==> src/hw/rtl/cpio_nes_pkg.sv <==
// Shared types, constants and helper functions of the cpio newc entry scanner.
`timescale 1ns / 1ps

package cpio_nes_pkg;

	localparam int unsigned HEADER_BYTES   = 110;
	localparam int unsigned MAX_NAME_BYTES = 16;
	localparam int unsigned FSIZE_FIRST    = 54;
	localparam int unsigned NSIZE_FIRST    = 94;
	localparam int unsigned HEX_DIGITS     = 8;
	localparam int unsigned TRAILER_LEN    = 10;

	// configuration register indexes
	localparam logic [1:0] REG_TARGET_LOW  = 2'd0;
	localparam logic [1:0] REG_TARGET_HIGH = 2'd1;
	localparam logic [1:0] REG_TARGET_LEN  = 2'd2;

	typedef struct packed {
		logic [63:0] target_low;
		logic [63:0] target_high;
		logic [4:0]  target_len;
	} cfg_t;

	typedef struct packed {
		logic [7:0] archive_byte;
		logic       restart;
	} item_t;

	typedef struct packed {
		logic [15:0] entry_index;
		logic [31:0] name_size;
		logic [31:0] file_bytes;
		logic [31:0] data_offset;
		logic        is_match;
		logic        is_trailer;
	} record_t;

	// non-hex characters count as zero
	function automatic logic [3:0] hex_value(input logic [7:0] c);
		logic [7:0] d;
		d = 8'h00;
		if (c >= "0" && c <= "9") begin
			d = c - 8'h30;
		end else if (c >= "A" && c <= "F") begin
			d = c - 8'h37;
		end else if (c >= "a" && c <= "f") begin
			d = c - 8'h57;
		end
		return d[3:0];
	endfunction

	function automatic logic [7:0] trailer_char(input logic [3:0] p);
		logic [7:0] ch;
		unique case (p)
			4'd0:    ch = "T";
			4'd1:    ch = "R";
			4'd2:    ch = "A";
			4'd3:    ch = "I";
			4'd4:    ch = "L";
			4'd5:    ch = "E";
			4'd6:    ch = "R";
			4'd7:    ch = "!";
			4'd8:    ch = "!";
			4'd9:    ch = "!";
			default: ch = 8'h00;
		endcase
		return ch;
	endfunction

endpackage

==> src/hw/rtl/cpio_nes_cfg.sv <==
// Configuration registers: target name and its length.
`timescale 1ns / 1ps

module cpio_nes_cfg (
	input  logic                clk,
	input  logic                arst_n,
	input  logic                wr_en,
	input  logic [1:0]          wr_index,
	input  logic [63:0]         wr_data,
	output cpio_nes_pkg::cfg_t  cfg
);

	cpio_nes_pkg::cfg_t cfg_q;

	always_ff @(posedge clk or negedge arst_n) begin
		if (!arst_n) begin
			cfg_q <= '0;
		end else if (wr_en) begin
			unique case (wr_index)
				cpio_nes_pkg::REG_TARGET_LOW:  cfg_q.target_low  <= wr_data;
				cpio_nes_pkg::REG_TARGET_HIGH: cfg_q.target_high <= wr_data;
				cpio_nes_pkg::REG_TARGET_LEN:  cfg_q.target_len  <= wr_data[4:0];
				default: ;
			endcase
		end
	end

	assign cfg = cfg_q;

endmodule

==> src/hw/rtl/cpio_nes_in.sv <==
// Input register stage for archive bytes.
`timescale 1ns / 1ps

module cpio_nes_in (
	input  logic                 clk,
	input  logic                 arst_n,
	input  logic                 archive_valid,
	input  logic [7:0]           archive_byte,
	input  logic                 restart,
	output logic                 archive_stall,
	input  logic                 advance,
	output logic                 valid_s1,
	output cpio_nes_pkg::item_t  item_s1
);

	logic                accept;
	cpio_nes_pkg::item_t data_s1;
	logic                full_s1;

	assign archive_stall = full_s1 && !advance;
	assign accept        = archive_valid && !archive_stall;

	always_ff @(posedge clk or negedge arst_n) begin
		if (!arst_n) begin
			full_s1 <= 1'b0;
		end else if (accept) begin
			full_s1 <= 1'b1;
		end else if (advance) begin
			full_s1 <= 1'b0;
		end
	end

	always_ff @(posedge clk) begin
		if (accept) begin
			data_s1.archive_byte <= archive_byte;
			data_s1.restart      <= restart;
		end
	end

	assign valid_s1 = full_s1;
	assign item_s1  = data_s1;

endmodule

==> src/hw/rtl/cpio_nes_parser.sv <==
// Parser state machine: header fields, name compare, skip counting, record build.
`timescale 1ns / 1ps

module cpio_nes_parser (
	input  logic                   clk,
	input  logic                   arst_n,
	input  logic                   step,
	input  cpio_nes_pkg::item_t    item,
	input  cpio_nes_pkg::cfg_t     cfg,
	output logic                   res_valid,
	output cpio_nes_pkg::record_t  res
);

	typedef enum logic [1:0] {PH_HEADER, PH_NAME, PH_SKIP, PH_DONE} phase_t;

	localparam logic [6:0]  HdrLast  = 7'(cpio_nes_pkg::HEADER_BYTES - 1);
	localparam logic [6:0]  FsFirst  = 7'(cpio_nes_pkg::FSIZE_FIRST);
	localparam logic [6:0]  FsEnd    = 7'(cpio_nes_pkg::FSIZE_FIRST + cpio_nes_pkg::HEX_DIGITS);
	localparam logic [6:0]  NsFirst  = 7'(cpio_nes_pkg::NSIZE_FIRST);
	localparam logic [6:0]  NsEnd    = 7'(cpio_nes_pkg::NSIZE_FIRST + cpio_nes_pkg::HEX_DIGITS);
	localparam logic [31:0] TrLen    = 32'(cpio_nes_pkg::TRAILER_LEN);
	localparam logic [31:0] MaxName  = 32'(cpio_nes_pkg::MAX_NAME_BYTES);
	localparam logic [4:0]  MaxName5 = 5'(cpio_nes_pkg::MAX_NAME_BYTES);
	localparam logic [32:0] HdrRnd   = 33'(cpio_nes_pkg::HEADER_BYTES + 3);
	localparam logic [1:0]  HdrLo    = 2'(cpio_nes_pkg::HEADER_BYTES % 4);

	phase_t      phase_q, phase_n, cur_phase;
	logic [6:0]  hpos_q, hpos_n, cur_hpos;
	logic [31:0] ns_q, ns_n, cur_ns;
	logic [31:0] fs_q, fs_n, cur_fs;
	logic [33:0] skip_q, skip_n, cur_skip;
	logic [31:0] npos_q, npos_n, cur_npos;
	logic        tm_q, tm_n, cur_tm;
	logic        trm_q, trm_n, cur_trm;
	logic [15:0] ecnt_q, ecnt_n, cur_ecnt;
	logic [31:0] bpos_q, bpos_n, cur_bpos;
	logic [31:0] est_q, est_n, cur_est;
	// data offset and post-name skip length, settled during the header
	logic [31:0] off_q, off_n;
	logic [33:0] skpre_q, skpre_n;

	logic [15:0][7:0] tgt;
	logic [7:0]       b;
	logic [31:0]      tlen32;
	logic             fin;
	logic             match, trail;
	logic [32:0]      head_rnd;
	logic [33:0]      off_sum;
	logic [1:0]       pad;

	assign tgt    = {cfg.target_high, cfg.target_low};
	assign b      = item.archive_byte;
	assign tlen32 = {27'd0, cfg.target_len};

	// restart clears the parser before this byte is taken
	always_comb begin
		if (item.restart) begin
			cur_phase = PH_HEADER;
			cur_hpos  = '0;
			cur_ns    = '0;
			cur_fs    = '0;
			cur_skip  = '0;
			cur_npos  = '0;
			cur_tm    = 1'b1;
			cur_trm   = 1'b1;
			cur_ecnt  = '0;
			cur_bpos  = '0;
			cur_est   = '0;
		end else begin
			cur_phase = phase_q;
			cur_hpos  = hpos_q;
			cur_ns    = ns_q;
			cur_fs    = fs_q;
			cur_skip  = skip_q;
			cur_npos  = npos_q;
			cur_tm    = tm_q;
			cur_trm   = trm_q;
			cur_ecnt  = ecnt_q;
			cur_bpos  = bpos_q;
			cur_est   = est_q;
		end
	end

	always_comb begin
		head_rnd = ({1'b0, cur_ns} + HdrRnd) & ~33'd3;
		off_sum  = {1'b0, head_rnd} + {2'd0, cur_est};
		pad      = 2'(2'd0 - (cur_ns[1:0] + HdrLo));
		off_n    = (off_sum[33:32] != 2'd0) ? 32'hFFFF_FFFF : off_sum[31:0];
		skpre_n  = {32'd0, pad} + (({2'd0, cur_fs} + 34'd3) & ~34'd3);
	end

	always_comb begin
		phase_n = cur_phase;
		hpos_n  = cur_hpos;
		ns_n    = cur_ns;
		fs_n    = cur_fs;
		skip_n  = cur_skip;
		npos_n  = cur_npos;
		tm_n    = cur_tm;
		trm_n   = cur_trm;
		ecnt_n  = cur_ecnt;
		est_n   = cur_est;
		fin     = 1'b0;
		bpos_n  = (cur_bpos != 32'hFFFF_FFFF) ? cur_bpos + 32'd1 : cur_bpos;

		unique case (cur_phase)
			PH_HEADER: begin
				if (cur_hpos == 7'd0) begin
					est_n = cur_bpos;
					ns_n  = '0;
					fs_n  = '0;
				end
				if (cur_hpos >= FsFirst && cur_hpos < FsEnd) begin
					fs_n = {fs_n[27:0], cpio_nes_pkg::hex_value(b)};
				end
				if (cur_hpos >= NsFirst && cur_hpos < NsEnd) begin
					ns_n = {ns_n[27:0], cpio_nes_pkg::hex_value(b)};
				end
				if (cur_hpos >= HdrLast) begin
					hpos_n = '0;
					npos_n = '0;
					tm_n   = 1'b1;
					trm_n  = 1'b1;
					if (ns_n == 32'd0) begin
						fin = 1'b1;
					end else begin
						phase_n = PH_NAME;
					end
				end else begin
					hpos_n = cur_hpos + 7'd1;
				end
			end
			PH_NAME: begin
				if (cur_npos < tlen32 && cur_npos < MaxName) begin
					if (b != tgt[cur_npos[3:0]]) begin
						tm_n = 1'b0;
					end
				end else if (cur_npos == tlen32) begin
					if (b != 8'h00) begin
						tm_n = 1'b0;
					end
				end
				if (cur_npos < TrLen) begin
					if (b != cpio_nes_pkg::trailer_char(cur_npos[3:0])) begin
						trm_n = 1'b0;
					end
				end else if (cur_npos == TrLen) begin
					if (b != 8'h00) begin
						trm_n = 1'b0;
					end
				end
				npos_n = cur_npos + 32'd1;
				fin    = (npos_n >= cur_ns);
			end
			PH_SKIP: begin
				skip_n = (cur_skip != 34'd0) ? cur_skip - 34'd1 : 34'd0;
				if (skip_n == 34'd0) begin
					phase_n = PH_HEADER;
				end
			end
			PH_DONE: ;
			default: ;
		endcase

		match = tm_n && (cfg.target_len <= MaxName5) && (ns_n > tlen32);
		trail = trm_n && (ns_n > TrLen);

		res.entry_index = cur_ecnt;
		res.name_size   = ns_n;
		res.file_bytes  = fs_n;
		res.data_offset = off_q;
		res.is_match    = match;
		res.is_trailer  = trail;
		res_valid       = fin;

		if (fin) begin
			if (cur_ecnt != 16'hFFFF) begin
				ecnt_n = cur_ecnt + 16'd1;
			end
			if (trail) begin
				phase_n = PH_DONE;
			end else begin
				skip_n  = skpre_q;
				phase_n = (skpre_q != 34'd0) ? PH_SKIP : PH_HEADER;
			end
		end
	end

	always_ff @(posedge clk or negedge arst_n) begin
		if (!arst_n) begin
			phase_q <= PH_HEADER;
			hpos_q  <= '0;
			ns_q    <= '0;
			fs_q    <= '0;
			skip_q  <= '0;
			npos_q  <= '0;
			tm_q    <= 1'b1;
			trm_q   <= 1'b1;
			ecnt_q  <= '0;
			bpos_q  <= '0;
			est_q   <= '0;
		end else if (step) begin
			phase_q <= phase_n;
			hpos_q  <= hpos_n;
			ns_q    <= ns_n;
			fs_q    <= fs_n;
			skip_q  <= skip_n;
			npos_q  <= npos_n;
			tm_q    <= tm_n;
			trm_q   <= trm_n;
			ecnt_q  <= ecnt_n;
			bpos_q  <= bpos_n;
			est_q   <= est_n;
		end
	end

	// refreshed on every header byte; final well before the last header byte
	always_ff @(posedge clk) begin
		if (step && cur_phase == PH_HEADER) begin
			off_q   <= off_n;
			skpre_q <= skpre_n;
		end
	end

endmodule

==> src/hw/rtl/cpio_nes_out.sv <==
// Output record register.
`timescale 1ns / 1ps

module cpio_nes_out (
	input  logic                   clk,
	input  logic                   arst_n,
	input  logic                   load,
	input  cpio_nes_pkg::record_t  res,
	input  logic                   record_stall,
	output logic                   record_valid,
	output cpio_nes_pkg::record_t  rec
);

	logic                  valid_q;
	cpio_nes_pkg::record_t rec_q;

	always_ff @(posedge clk or negedge arst_n) begin
		if (!arst_n) begin
			valid_q <= 1'b0;
		end else if (load) begin
			valid_q <= 1'b1;
		end else if (!record_stall) begin
			valid_q <= 1'b0;
		end
	end

	always_ff @(posedge clk) begin
		if (load) begin
			rec_q <= res;
		end
	end

	assign record_valid = valid_q;
	assign rec          = rec_q;

endmodule

==> src/hw/rtl/cpio_newc_entry_scanner_top.sv <==
// Top level of the cpio newc entry scanner.
//
//  channel   dir  handshake               payload
//  archive   in   archive_valid/_stall    archive_byte, restart
//  record    out  record_valid/_stall     entry_index, name_size, file_bytes,
//                                          data_offset, is_match, is_trailer
//  cfg       in   cfg_valid/cfg_ready     cfg_index, cfg_data
//
// One archive byte per clock unless a held record stalls it. A record leaves after the byte
// completing the name: input register, then parser logic into the record register.
// Reset clears parser state and all three configuration registers; cfg_ready is always high.
// A stalled record holds the parser; one byte more is taken into the input register.
`timescale 1ns / 1ps

module cpio_newc_entry_scanner_top (
	input  logic        clk,
	input  logic        arst_n,
	input  logic        archive_valid,
	output logic        archive_stall,
	input  logic [7:0]  archive_byte,
	input  logic        restart,
	output logic        record_valid,
	input  logic        record_stall,
	output logic [15:0] entry_index,
	output logic [31:0] name_size,
	output logic [31:0] file_bytes,
	output logic [31:0] data_offset,
	output logic        is_match,
	output logic        is_trailer,
	input  logic        cfg_valid,
	output logic        cfg_ready,
	input  logic [1:0]  cfg_index,
	input  logic [63:0] cfg_data
);

	cpio_nes_pkg::cfg_t    cfg;
	cpio_nes_pkg::item_t   item_s1;
	cpio_nes_pkg::record_t res;
	cpio_nes_pkg::record_t rec;
	logic                  valid_s1;
	logic                  advance;
	logic                  step;
	logic                  res_valid;

	assign cfg_ready = 1'b1;
	assign advance   = !record_valid || !record_stall;
	assign step      = valid_s1 && advance;

	cpio_nes_cfg u_cfg (
		.clk      (clk),
		.arst_n   (arst_n),
		.wr_en    (cfg_valid && cfg_ready),
		.wr_index (cfg_index),
		.wr_data  (cfg_data),
		.cfg      (cfg)
	);

	cpio_nes_in u_in (
		.clk           (clk),
		.arst_n        (arst_n),
		.archive_valid (archive_valid),
		.archive_byte  (archive_byte),
		.restart       (restart),
		.archive_stall (archive_stall),
		.advance       (advance),
		.valid_s1      (valid_s1),
		.item_s1       (item_s1)
	);

	cpio_nes_parser u_parser (
		.clk       (clk),
		.arst_n    (arst_n),
		.step      (step),
		.item      (item_s1),
		.cfg       (cfg),
		.res_valid (res_valid),
		.res       (res)
	);

	cpio_nes_out u_out (
		.clk          (clk),
		.arst_n       (arst_n),
		.load         (step && res_valid),
		.res          (res),
		.record_stall (record_stall),
		.record_valid (record_valid),
		.rec          (rec)
	);

	assign entry_index = rec.entry_index;
	assign name_size   = rec.name_size;
	assign file_bytes  = rec.file_bytes;
	assign data_offset = rec.data_offset;
	assign is_match    = rec.is_match;
	assign is_trailer  = rec.is_trailer;

	// input side only backs up behind a held record
	a_stall_cause: assert property (@(posedge clk) disable iff (!arst_n)
		archive_stall |-> (valid_s1 && record_valid && record_stall))
		else $error("archive stalled without a held record");

	a_match_len: assert property (@(posedge clk) disable iff (!arst_n)
		(record_valid && is_match) |-> (name_size > {27'd0, cfg.target_len}))
		else $error("match reported with name too short");

	a_trailer_len: assert property (@(posedge clk) disable iff (!arst_n)
		(record_valid && is_trailer) |->
			(name_size > 32'(cpio_nes_pkg::TRAILER_LEN)))
		else $error("trailer reported with name too short");

	// entries start on 4-byte boundaries, so data does too unless saturated
	a_offset_align: assert property (@(posedge clk) disable iff (!arst_n)
		record_valid |-> (data_offset[1:0] == 2'd0 || data_offset == 32'hFFFF_FFFF))
		else $error("data offset not aligned");

endmodule
==> config.mk <==
export PLATFORM = sky130hd
export DESIGN_NAME = cpio_newc_entry_scanner_top
export DESIGN_NICKNAME = d
export VERILOG_FILES = /design/src/hw/rtl/cpio_nes_pkg.sv /design/src/hw/rtl/cpio_nes_cfg.sv /design/src/hw/rtl/cpio_nes_in.sv /design/src/hw/rtl/cpio_nes_parser.sv /design/src/hw/rtl/cpio_nes_out.sv /design/src/hw/rtl/cpio_newc_entry_scanner_top.sv
export SDC_FILE = /design/constraint.sdc
export NUM_CORES = 1
export LEC_CHECK = 0
export BUFFER_PORTS_ARGS = -buffer_cell sky130_fd_sc_hd__buf_2
export CAP_MARGIN = 20
export CORE_MARGIN = 2
export CORE_UTILIZATION = 40
export CTS_BUF_LIST = sky130_fd_sc_hd__clkbuf_2
export CTS_CLUSTER_SIZE = 20
export DETAILED_ROUTE_END_ITERATION = 7
export PLACE_DENSITY = 0.63
export SYNTH_ARGS = -nofsm -noshare
export SYNTH_HDL_FRONTEND = slang
export SYNTH_SLANG_ARGS = --single-unit
==> constraint.sdc <==
create_clock -name clk -period 24.1 [get_ports clk]
set_input_delay 1.205 -clock clk [delete_from_list [all_inputs] [get_ports clk]]
set_output_delay 1.205 -clock clk [all_outputs]
set_load 0.01 [all_outputs]
==> out/qor.yml, run 1 <==
timing_worst_setup_path_type: "reg -> reg"
hold_depth: 2
std_cell_rows: 100
postSynthAreaPerCell_sq_um: 10.0
period_needed_ps: 6630
post_synth_xor_area_fraction_pct: 4.82
worst_setup_path_endpoint: "u_out.rec[97]$_DFFE_PP_"
cts_inserted_buffers: 147
vias_in_the_first_global_route: 23400
design.die.area_sq_mm: 0.0776
final_worst_path_period_share_pct: 27.5
synthAdderAreaFrac_pct: 3.76
port_buffers: 195
die_width_um: 279
drc: 0
final-setup-viol-count: 0
synth_top_cell_area_share_pct: 29.4
cellLeakagePower_nw: 14.3
timing.hold.worst.class: "in -> reg"
wirelength_mm: 83.5
clkLatencyLatePin_ps: 1350
post-synth-top-area-cell: "sky130_fd_sc_hd__dfrtp_1"
clockRootBuffer: "sky130_fd_sc_hd__clkbuf_2"
via_per_inst: 5.63
dr.pass1.iters: 5
cts-htree-levels: 4
tritoncts: "built"
mostFrequentLayoutCell: "sky130_fd_sc_hd__nand2_1"
status: "complete, no violations"
final_hold_viol_count: 0
synth_area_leaders: "sky130_fd_sc_hd__dfrtp_1, sky130_fd_sc_hd__edfxtp_1, sky130_fd_sc_hd__mux2_2"
synth.ff_latch_count: 544
synth_edf_count: 188
grt_antenna_before_repair: 4
worst_setup_path_start: "u_parser.npos_q[0]$_DFFE_PN0P_"
timing.slew.headroom_pct: 21.6
final_layout_size_suffix_gt1_share_pct: 19.5
timing.critical_path.arrival_ps: 7500
synth_top_flop_cell: "sky130_fd_sc_hd__dfrtp_1"
cts.sinks: 544
multiplexer_share_of_the_synthesized_area_pct: 6.12
synth-seq-area-share_pct: 48.3
syn-instance-count: 3014
synthesized_area_fraction_occupied_by_ao_oa_aoi_and_oai_cells_pct: 16.1
final_cell_mix: "sky130_fd_sc_hd__nand2_1, sky130_fd_sc_hd__dfrtp_1, sky130_fd_sc_hd__clkbuf_2"
critPathRequiredTime_ps: 24970
cap_viol_max_count: 0
core_area_sq_mm: 0.0746
syn2layout_area_growth_pct: 11.9
worst_pin_slew_ps: 1180
final-max-slew-violation-count: 0
finalNetCount: 3407
finalSetupTns_ps: 0
r2r_setup_slack_ps: 17470
worst-path-max-fanout: 60
timing.critical_path.to_type: "flip-flop"
critical_path.reg2reg.startpoint: "u_parser.npos_q[0]$_DFFE_PN0P_"
post_synthesis_share_of_cell_area_spent_on_and_or_nand_and_nor_gates_pct: 17.1
ys_types: 100
worst_r2r_path_depth: 19
grt_pass1_wl_mm: 132
antenna_violating_nets_left: 0
drtIter0Drc: 1822
groute.usage.overall_pct: 21.4
synth_top_family_by_area: "simple AND/OR/NAND/NOR gates"
hpwl_mm: 57.1
grt_setup_unrepaired: "no"
floorplan.die.height_um: 279
routabilityCongestion: 0.921
clk_path_buf_depth: 3
postSynth.asyncResetShare_pct: 65.4
synthesized_netlist_net_count: 3184
detailroute.via_count: 24400
max_freq_ghz: 0.151
cts_repair_resize_count: 0
worst_clock_skew_ps: 125
postLayoutCoreUtil_pct: 45.3
routedWlPerCell_um: 19.3
synth_area_sq_mm: 0.0302
post_cts_buffers: 0
power-per-cell-area_mw_per_mm2: 71.3
synthesis.yosys.warnings: 0
io_pins: 197
worst_ir_drop_vdd_uv: 46.0
grt.overflow.total: 0
clkTransAtPathRegs_ps: 110
initial_core_util_pct: 40.4
reg2reg_end: "u_out.rec[97]$_DFFE_PP_"
crit_path_start_kind: "flip-flop"
grt_start_max_net_pins: 146
==> logic make-up after synthesis <==
logic type,Yosys count
buffers and inverters,275
adders and majority gates,90
and+or+nand+nor,1066
DFF,544
AOI/OAI and AO/OA,705
other,1
muxes,167
xor gates and xnor gates,166
==> per-layer routing <==
metal  share of wire, %  wire [um]  track usage, %
met5              0.031         26               0
met4                2.9       2400            8.15
met3                7.5       6280            4.91
met2                 44      36800            32.1
met1                 45      38000            29.9
==> flip-flops by register name, summed over array words and instances, names as in the netlist <==
register,count
u_out.rec,114
u_parser.est_q,32
u_cfg.cfg,133
u_parser.npos_q,32
u_parser.ns_q,32
u_parser.off_q,32
u_parser.skip_q,34
u_parser.phase_q,2
u_parser.ecnt_q,16
u_parser.trm_q,1
u_out.record_valid,1
u_parser.tm_q,1
u_in.valid_s1,1
u_parser.bpos_q,32
u_parser.skpre_q,33
u_in.item_s1,9
u_parser.fs_q,32
u_parser.hpos_q,7
==> synth_stat cells, types with 6 or more instances <==
master	number
sky130_fd_sc_hd__a211oi_1	20
sky130_fd_sc_hd__a21o_1	27
sky130_fd_sc_hd__a21oi_1	118
sky130_fd_sc_hd__a22o_1	115
sky130_fd_sc_hd__a22oi_1	43
sky130_fd_sc_hd__a31oi_1	29
sky130_fd_sc_hd__and2_1	15
sky130_fd_sc_hd__and3_1	34
sky130_fd_sc_hd__buf_1	24
sky130_fd_sc_hd__buf_2	19
sky130_fd_sc_hd__buf_6	7
sky130_fd_sc_hd__clkbuf_1	159
sky130_fd_sc_hd__dfrtp_1	354
sky130_fd_sc_hd__edfxtp_1	188
sky130_fd_sc_hd__ha_1	89
sky130_fd_sc_hd__inv_1	59
sky130_fd_sc_hd__mux2_2	138
sky130_fd_sc_hd__mux2i_1	29
sky130_fd_sc_hd__nand2_1	399
sky130_fd_sc_hd__nand2b_1	25
sky130_fd_sc_hd__nand3_1	101
sky130_fd_sc_hd__nand4_1	50
sky130_fd_sc_hd__nor2_1	188
sky130_fd_sc_hd__nor2b_1	97
sky130_fd_sc_hd__nor3_1	50
sky130_fd_sc_hd__nor4_1	41
sky130_fd_sc_hd__o2111ai_1	14
sky130_fd_sc_hd__o211ai_1	10
sky130_fd_sc_hd__o21a_1	7
sky130_fd_sc_hd__o21ai_0	158
sky130_fd_sc_hd__o21ai_1	21
sky130_fd_sc_hd__o22ai_1	10
sky130_fd_sc_hd__o311ai_0	7
sky130_fd_sc_hd__o311ai_1	9
sky130_fd_sc_hd__o31ai_1	27
sky130_fd_sc_hd__o32ai_1	7
sky130_fd_sc_hd__o41ai_1	6
sky130_fd_sc_hd__or2_2	6
sky130_fd_sc_hd__or3_1	12
sky130_fd_sc_hd__or4_1	8
sky130_fd_sc_hd__xnor2_1	91
sky130_fd_sc_hd__xor2_1	75
==> through the flow <==
stage	instance area (sq um)	worst slack [ps]	hold slack, ps	total power [W]	std cells
after floorplan	30200	14360	400	0.00157	3014
after detailed placement	31800	17510	405	0.00173	4001
after global placement	31800	17620	401	0.00172	4001
final	33800	17470	152	0.00241	4329
after CTS	33700	17470	0.467	0.00242	4324
after global routing	33800	16820	23.2	0.00256	4329
==> how the worst min path moves through the flow <==
stage | to | slack [ps] | start
2_1_floorplan | u_out.rec[10]$_DFFE_PP_ | 400 | u_parser.off_q[8]$_SDFFCE_PP1P_
3_3_place_gp | u_out.rec[27]$_DFFE_PP_ | 400 | u_parser.off_q[25]$_SDFFCE_PP1P_
3_5_place_dp | u_out.rec[27]$_DFFE_PP_ | 400 | u_parser.off_q[25]$_SDFFCE_PP1P_
4_1_cts | u_cfg.cfg[61]$_DFFE_PN0P_ | 0.5 | cfg_data[56]
5_1_grt | u_cfg.cfg[61]$_DFFE_PN0P_ | 20 | cfg_data[56]
6_report | u_cfg.cfg[28]$_DFFE_PN0P_ | 150 | cfg_data[23]
==> critical path, cell delays in order (launching register included) <==
cell and delay, ps:
sky130_fd_sc_hd__dfrtp_1 330, sky130_fd_sc_hd__buf_4 390, sky130_fd_sc_hd__nor2b_4 220, sky130_fd_sc_hd__buf_4 500
sky130_fd_sc_hd__ha_1 360, sky130_fd_sc_hd__and4_1 200, sky130_fd_sc_hd__nand2_1 150, sky130_fd_sc_hd__nand4b_1 430
sky130_fd_sc_hd__or4_1 680, sky130_fd_sc_hd__xnor2_1 190, sky130_fd_sc_hd__ha_1 310, sky130_fd_sc_hd__nand2_1 50
sky130_fd_sc_hd__o21ai_0 230, sky130_fd_sc_hd__a41oi_1 90, sky130_fd_sc_hd__nor3_1 220, sky130_fd_sc_hd__a211oi_2 100
sky130_fd_sc_hd__buf_4 190, sky130_fd_sc_hd__nor2_4 80, sky130_fd_sc_hd__buf_4 640, sky130_fd_sc_hd__buf_4 710
==> layout make-up <==
type / instances / area, sq um
diodes: 4 / 10.0
clock buffers: 221 / 1110
clock inverters: 47 / 277
fillers: 7153 / 40800
inverters: 60 / 226
multi-input cells: 2195 / 14500
flip-flops and latches: 544 / 14600
well taps: 969 / 1210
repair buffers: 289 / 1860
==> what timing repair did <==
action                     4_1_cts  5_1_grt
hold endpoints to repair       183        0
setup endpoints to repair        0        0
hold buffers                    55        0
==> power breakdown <==
part / internal (W) / switching [W]
clock network: 0.000271 / 0.000405
registers: 0.00106 / 0.0000921
logic: 0.000217 / 0.000365
Note: power is estimated with default switching activity, not from simulation.
==> run 2, diff against run 1 <==
PLACE_DENSITY = 0.65   (was 0.63)
clock period = 5.5 ns   (was 24.1 ns; I/O delays follow)
==> run 2 against run 1 <==
  * First-iteration DRC count is 32% higher
  * Setup slack worse by 17000 ps
  * Largest power group unchanged
  * Critical path type unchanged
  * Die area stayed put
  * Sequential share of layout area is 1.9 points lower
==> out/qor.yml, run 2 (synthesized netlist as in run 1, its figures left out) <==
worst_path_dominant_cell_family: "compound AO/OA/AOI/OAI gates"
timing.critical_path.arrival_ps: 6390
r2r_setup_slack_ps: 250
design.die.area_sq_mm: 0.0776
grt_setup_unrepaired: "yes"
std_cell_rows: 100
grt.overflow.total: 0
final_hold_viol_count: 0
drc: 0
core_area_sq_mm: 0.0746
worst-path-stages: 20
antenna_violating_nets_left: 0
clkLatencyLatePin_ps: 1380
via_per_inst: 5.63
final_cell_mix: "sky130_fd_sc_hd__nand2_1, sky130_fd_sc_hd__dfrtp_1, sky130_fd_sc_hd__clkbuf_2"
floorplan.die.height_um: 279
final-max-slew-violation-count: 0
cap_viol_max_count: 0
die_width_um: 279
syn2layout_area_growth_pct: 17.1
power.switching_w: 0.00386
groute.usage.overall_pct: 22.1
port_buffers: 195
worst_ir_drop_vdd_uv: 239
wirelength_mm: 86.3
dr.pass1.iters: 8
max_freq_ghz: 0.190
timing.hold.worst.class: "in -> async"
io_pins: 197
worst_setup_path_endpoint: "u_parser.skip_q[22]$_DFFE_PN0P_"
clockRootBuffer: "sky130_fd_sc_hd__clkbuf_2"
timing_worst_setup_path_type: "reg -> reg"
critical_path.reg2reg.startpoint: "u_in.item_s1[0]$_DFFE_PP_"
pwr-share-comb_pct: 24.6
timing.slew.headroom_pct: 25.1
detailroute.via_count: 25200
layout.cell_area.non_filler_sq_mm: 0.0353
status: "complete, no violations"
postLayoutCoreUtil_pct: 47.4
cellLeakagePower_nw: 15.0
grt_pass1_wl_mm: 137
routabilityCongestion: 0.907
switching_part_of_the_total_pct: 36.1
p_int_w: 0.00683
worst_pin_slew_ps: 1120
period_needed_ps: 5250
tritoncts: "built"
power-per-cell-area_mw_per_mm2: 303
critical_path.n_buffers_inverters: 3
finalNetCount: 3547
crit_path_start_kind: "flip-flop"
clk_path_buf_depth: 3
final-setup-viol-count: 0
largest_register_ff_count: 133
final_layout_size_suffix_gt1_share_pct: 20.3
worst_r2r_path_depth: 20
cts.sinks: 544
hpwl_mm: 57.6
grt_antenna_before_repair: 6
cts_inserted_buffers: 146
grt_start_max_net_pins: 142
crit_path_top_delay_cell: "sky130_fd_sc_hd__or4_4"
placement.cell_area_sq_mm: 0.0321
routedWlPerCell_um: 19.3
initial_core_util_pct: 40.4
cts-htree-levels: 4
clock_power_share_pct: 28.3
critPathRequiredTime_ps: 6640
worst_clock_skew_ps: 134
timing.critical_path.to_type: "flip-flop"
vias_in_the_first_global_route: 24600
final_worst_path_period_share_pct: 95.5
worst-path-max-fanout: 35
drtIter0Drc: 2402
max_flop_register: "u_cfg.cfg"
pwr-share-seq_pct: 47.1
clkTransAtPathRegs_ps: 100
reg2reg_end: "u_parser.skip_q[22]$_DFFE_PN0P_"
crit_path_cell_trace: "buf_12, nor2b_2, ha_4, and4_1, nand2_2, nand4b_1, or4_4, xnor2_1, ha_1, nand2_1, o21ai_0, a211o_1, a211oi_1, o31ai_2, a211oi_4, buf_4, a31oi_4, buf_12, a2111oi_0, a211oi_1"
worst_setup_path_start: "u_in.item_s1[0]$_DFFE_PP_"
cpPeakStageDelay_ps: 520
mostFrequentLayoutCell: "sky130_fd_sc_hd__nand2_1"
[run 2: metal layers]
| metal | track usage, % | vias up | routed length (um) | part of all wire, % |
|---|---|---|---|---|
| met4 | 8.48 | 2 | 2600 | 3.0 |
| met1 | 30.4 | 12100 | 38000 | 44 |
| met2 | 33.9 | 1034 | 39000 | 45 |
| li1 | - | 11800 | - | - |
| met5 | 0 | - | 15 | 0.017 |
| met3 | 5.24 | 174 | 6710 | 7.8 |
[run 2: worst register-to-register path: stages (launching register included)]
cell and delay (ps):
sky130_fd_sc_hd__edfxtp_1 440, sky130_fd_sc_hd__buf_12 200, sky130_fd_sc_hd__nor2b_2 190, sky130_fd_sc_hd__ha_4 190, sky130_fd_sc_hd__and4_1 190, sky130_fd_sc_hd__nand2_2 90
sky130_fd_sc_hd__nand4b_1 350, sky130_fd_sc_hd__or4_4 520, sky130_fd_sc_hd__xnor2_1 240, sky130_fd_sc_hd__ha_1 280, sky130_fd_sc_hd__nand2_1 70, sky130_fd_sc_hd__o21ai_0 100
sky130_fd_sc_hd__a211o_1 290, sky130_fd_sc_hd__a211oi_1 220, sky130_fd_sc_hd__o31ai_2 160, sky130_fd_sc_hd__a211oi_4 360, sky130_fd_sc_hd__buf_4 250, sky130_fd_sc_hd__a31oi_4 110
sky130_fd_sc_hd__buf_12 270, sky130_fd_sc_hd__a2111oi_0 450, sky130_fd_sc_hd__a211oi_1 80
[run 2: stage by stage]
| step | setup TNS, ps | hold slack (ps) | setup WS (ps) | std cells | power [W] |
|---|---|---|---|---|---|
| finish | 0 | 131 | 249 | 4466 | 0.0107 |
| global route | -120 | 46.2 | -58.3 | 4466 | 0.0114 |
| CTS | 0 | 0.233 | 87.0 | 4460 | 0.0107 |
| detailed placement | 0 | 326 | 171 | 4028 | 0.00757 |
| global placement | 0 | 325 | 360 | 4028 | 0.00753 |
| floorplan | -22950 | -20.6 | -329 | 3014 | 0.00687 |
[run 2: how the worst min path moves through the flow]
stage                    startpoint                              end  slack [ps]
finish                       arst_n   u_parser.skip_q[3]$_DFFE_PN0P_         130
floorplan                    arst_n         u_cfg.cfg[0]$_DFFE_PN0P_         -20
CTS                 archive_byte[1]        u_in.item_s1[2]$_DFFE_PP_         0.2
global placement             arst_n  u_parser.skip_q[26]$_DFFE_PN0P_         330
global route        archive_byte[4]        u_in.item_s1[5]$_DFFE_PP_          50
detailed placement           arst_n  u_parser.skip_q[26]$_DFFE_PN0P_         330
[run 2: power by group through the flow]
stage / registers [W] / clock network (W) / logic [W]
finish: 0.00503 / 0.00303 / 0.00263
global route: 0.00510 / 0.00336 / 0.00290
CTS: 0.00501 / 0.00312 / 0.00258
detailed placement: 0.00510 / 0 / 0.00248
global placement: 0.00508 / 0 / 0.00245
floorplan: 0.00490 / 0 / 0.00197
[run 2: cell type report]
class | count | area (sq um)
fillers | 7007 | 39300
multi-input cells | 2195 | 14600
flip-flops and latches | 544 | 14600
repair buffers | 430 | 3280
well taps | 969 | 1210
clock buffers | 221 | 1110
clock inverters | 45 | 295
inverters | 60 | 226
diodes | 2 | 5.00
[run 2: repair_timing]
action / CTS / global route
hold buffers: 166 / 0
endpoints found under the hold margin: 560 / 0
endpoints found under the setup margin: 0 / 126
resized for setup: 0 / 8
setup buffers: 0 / 3
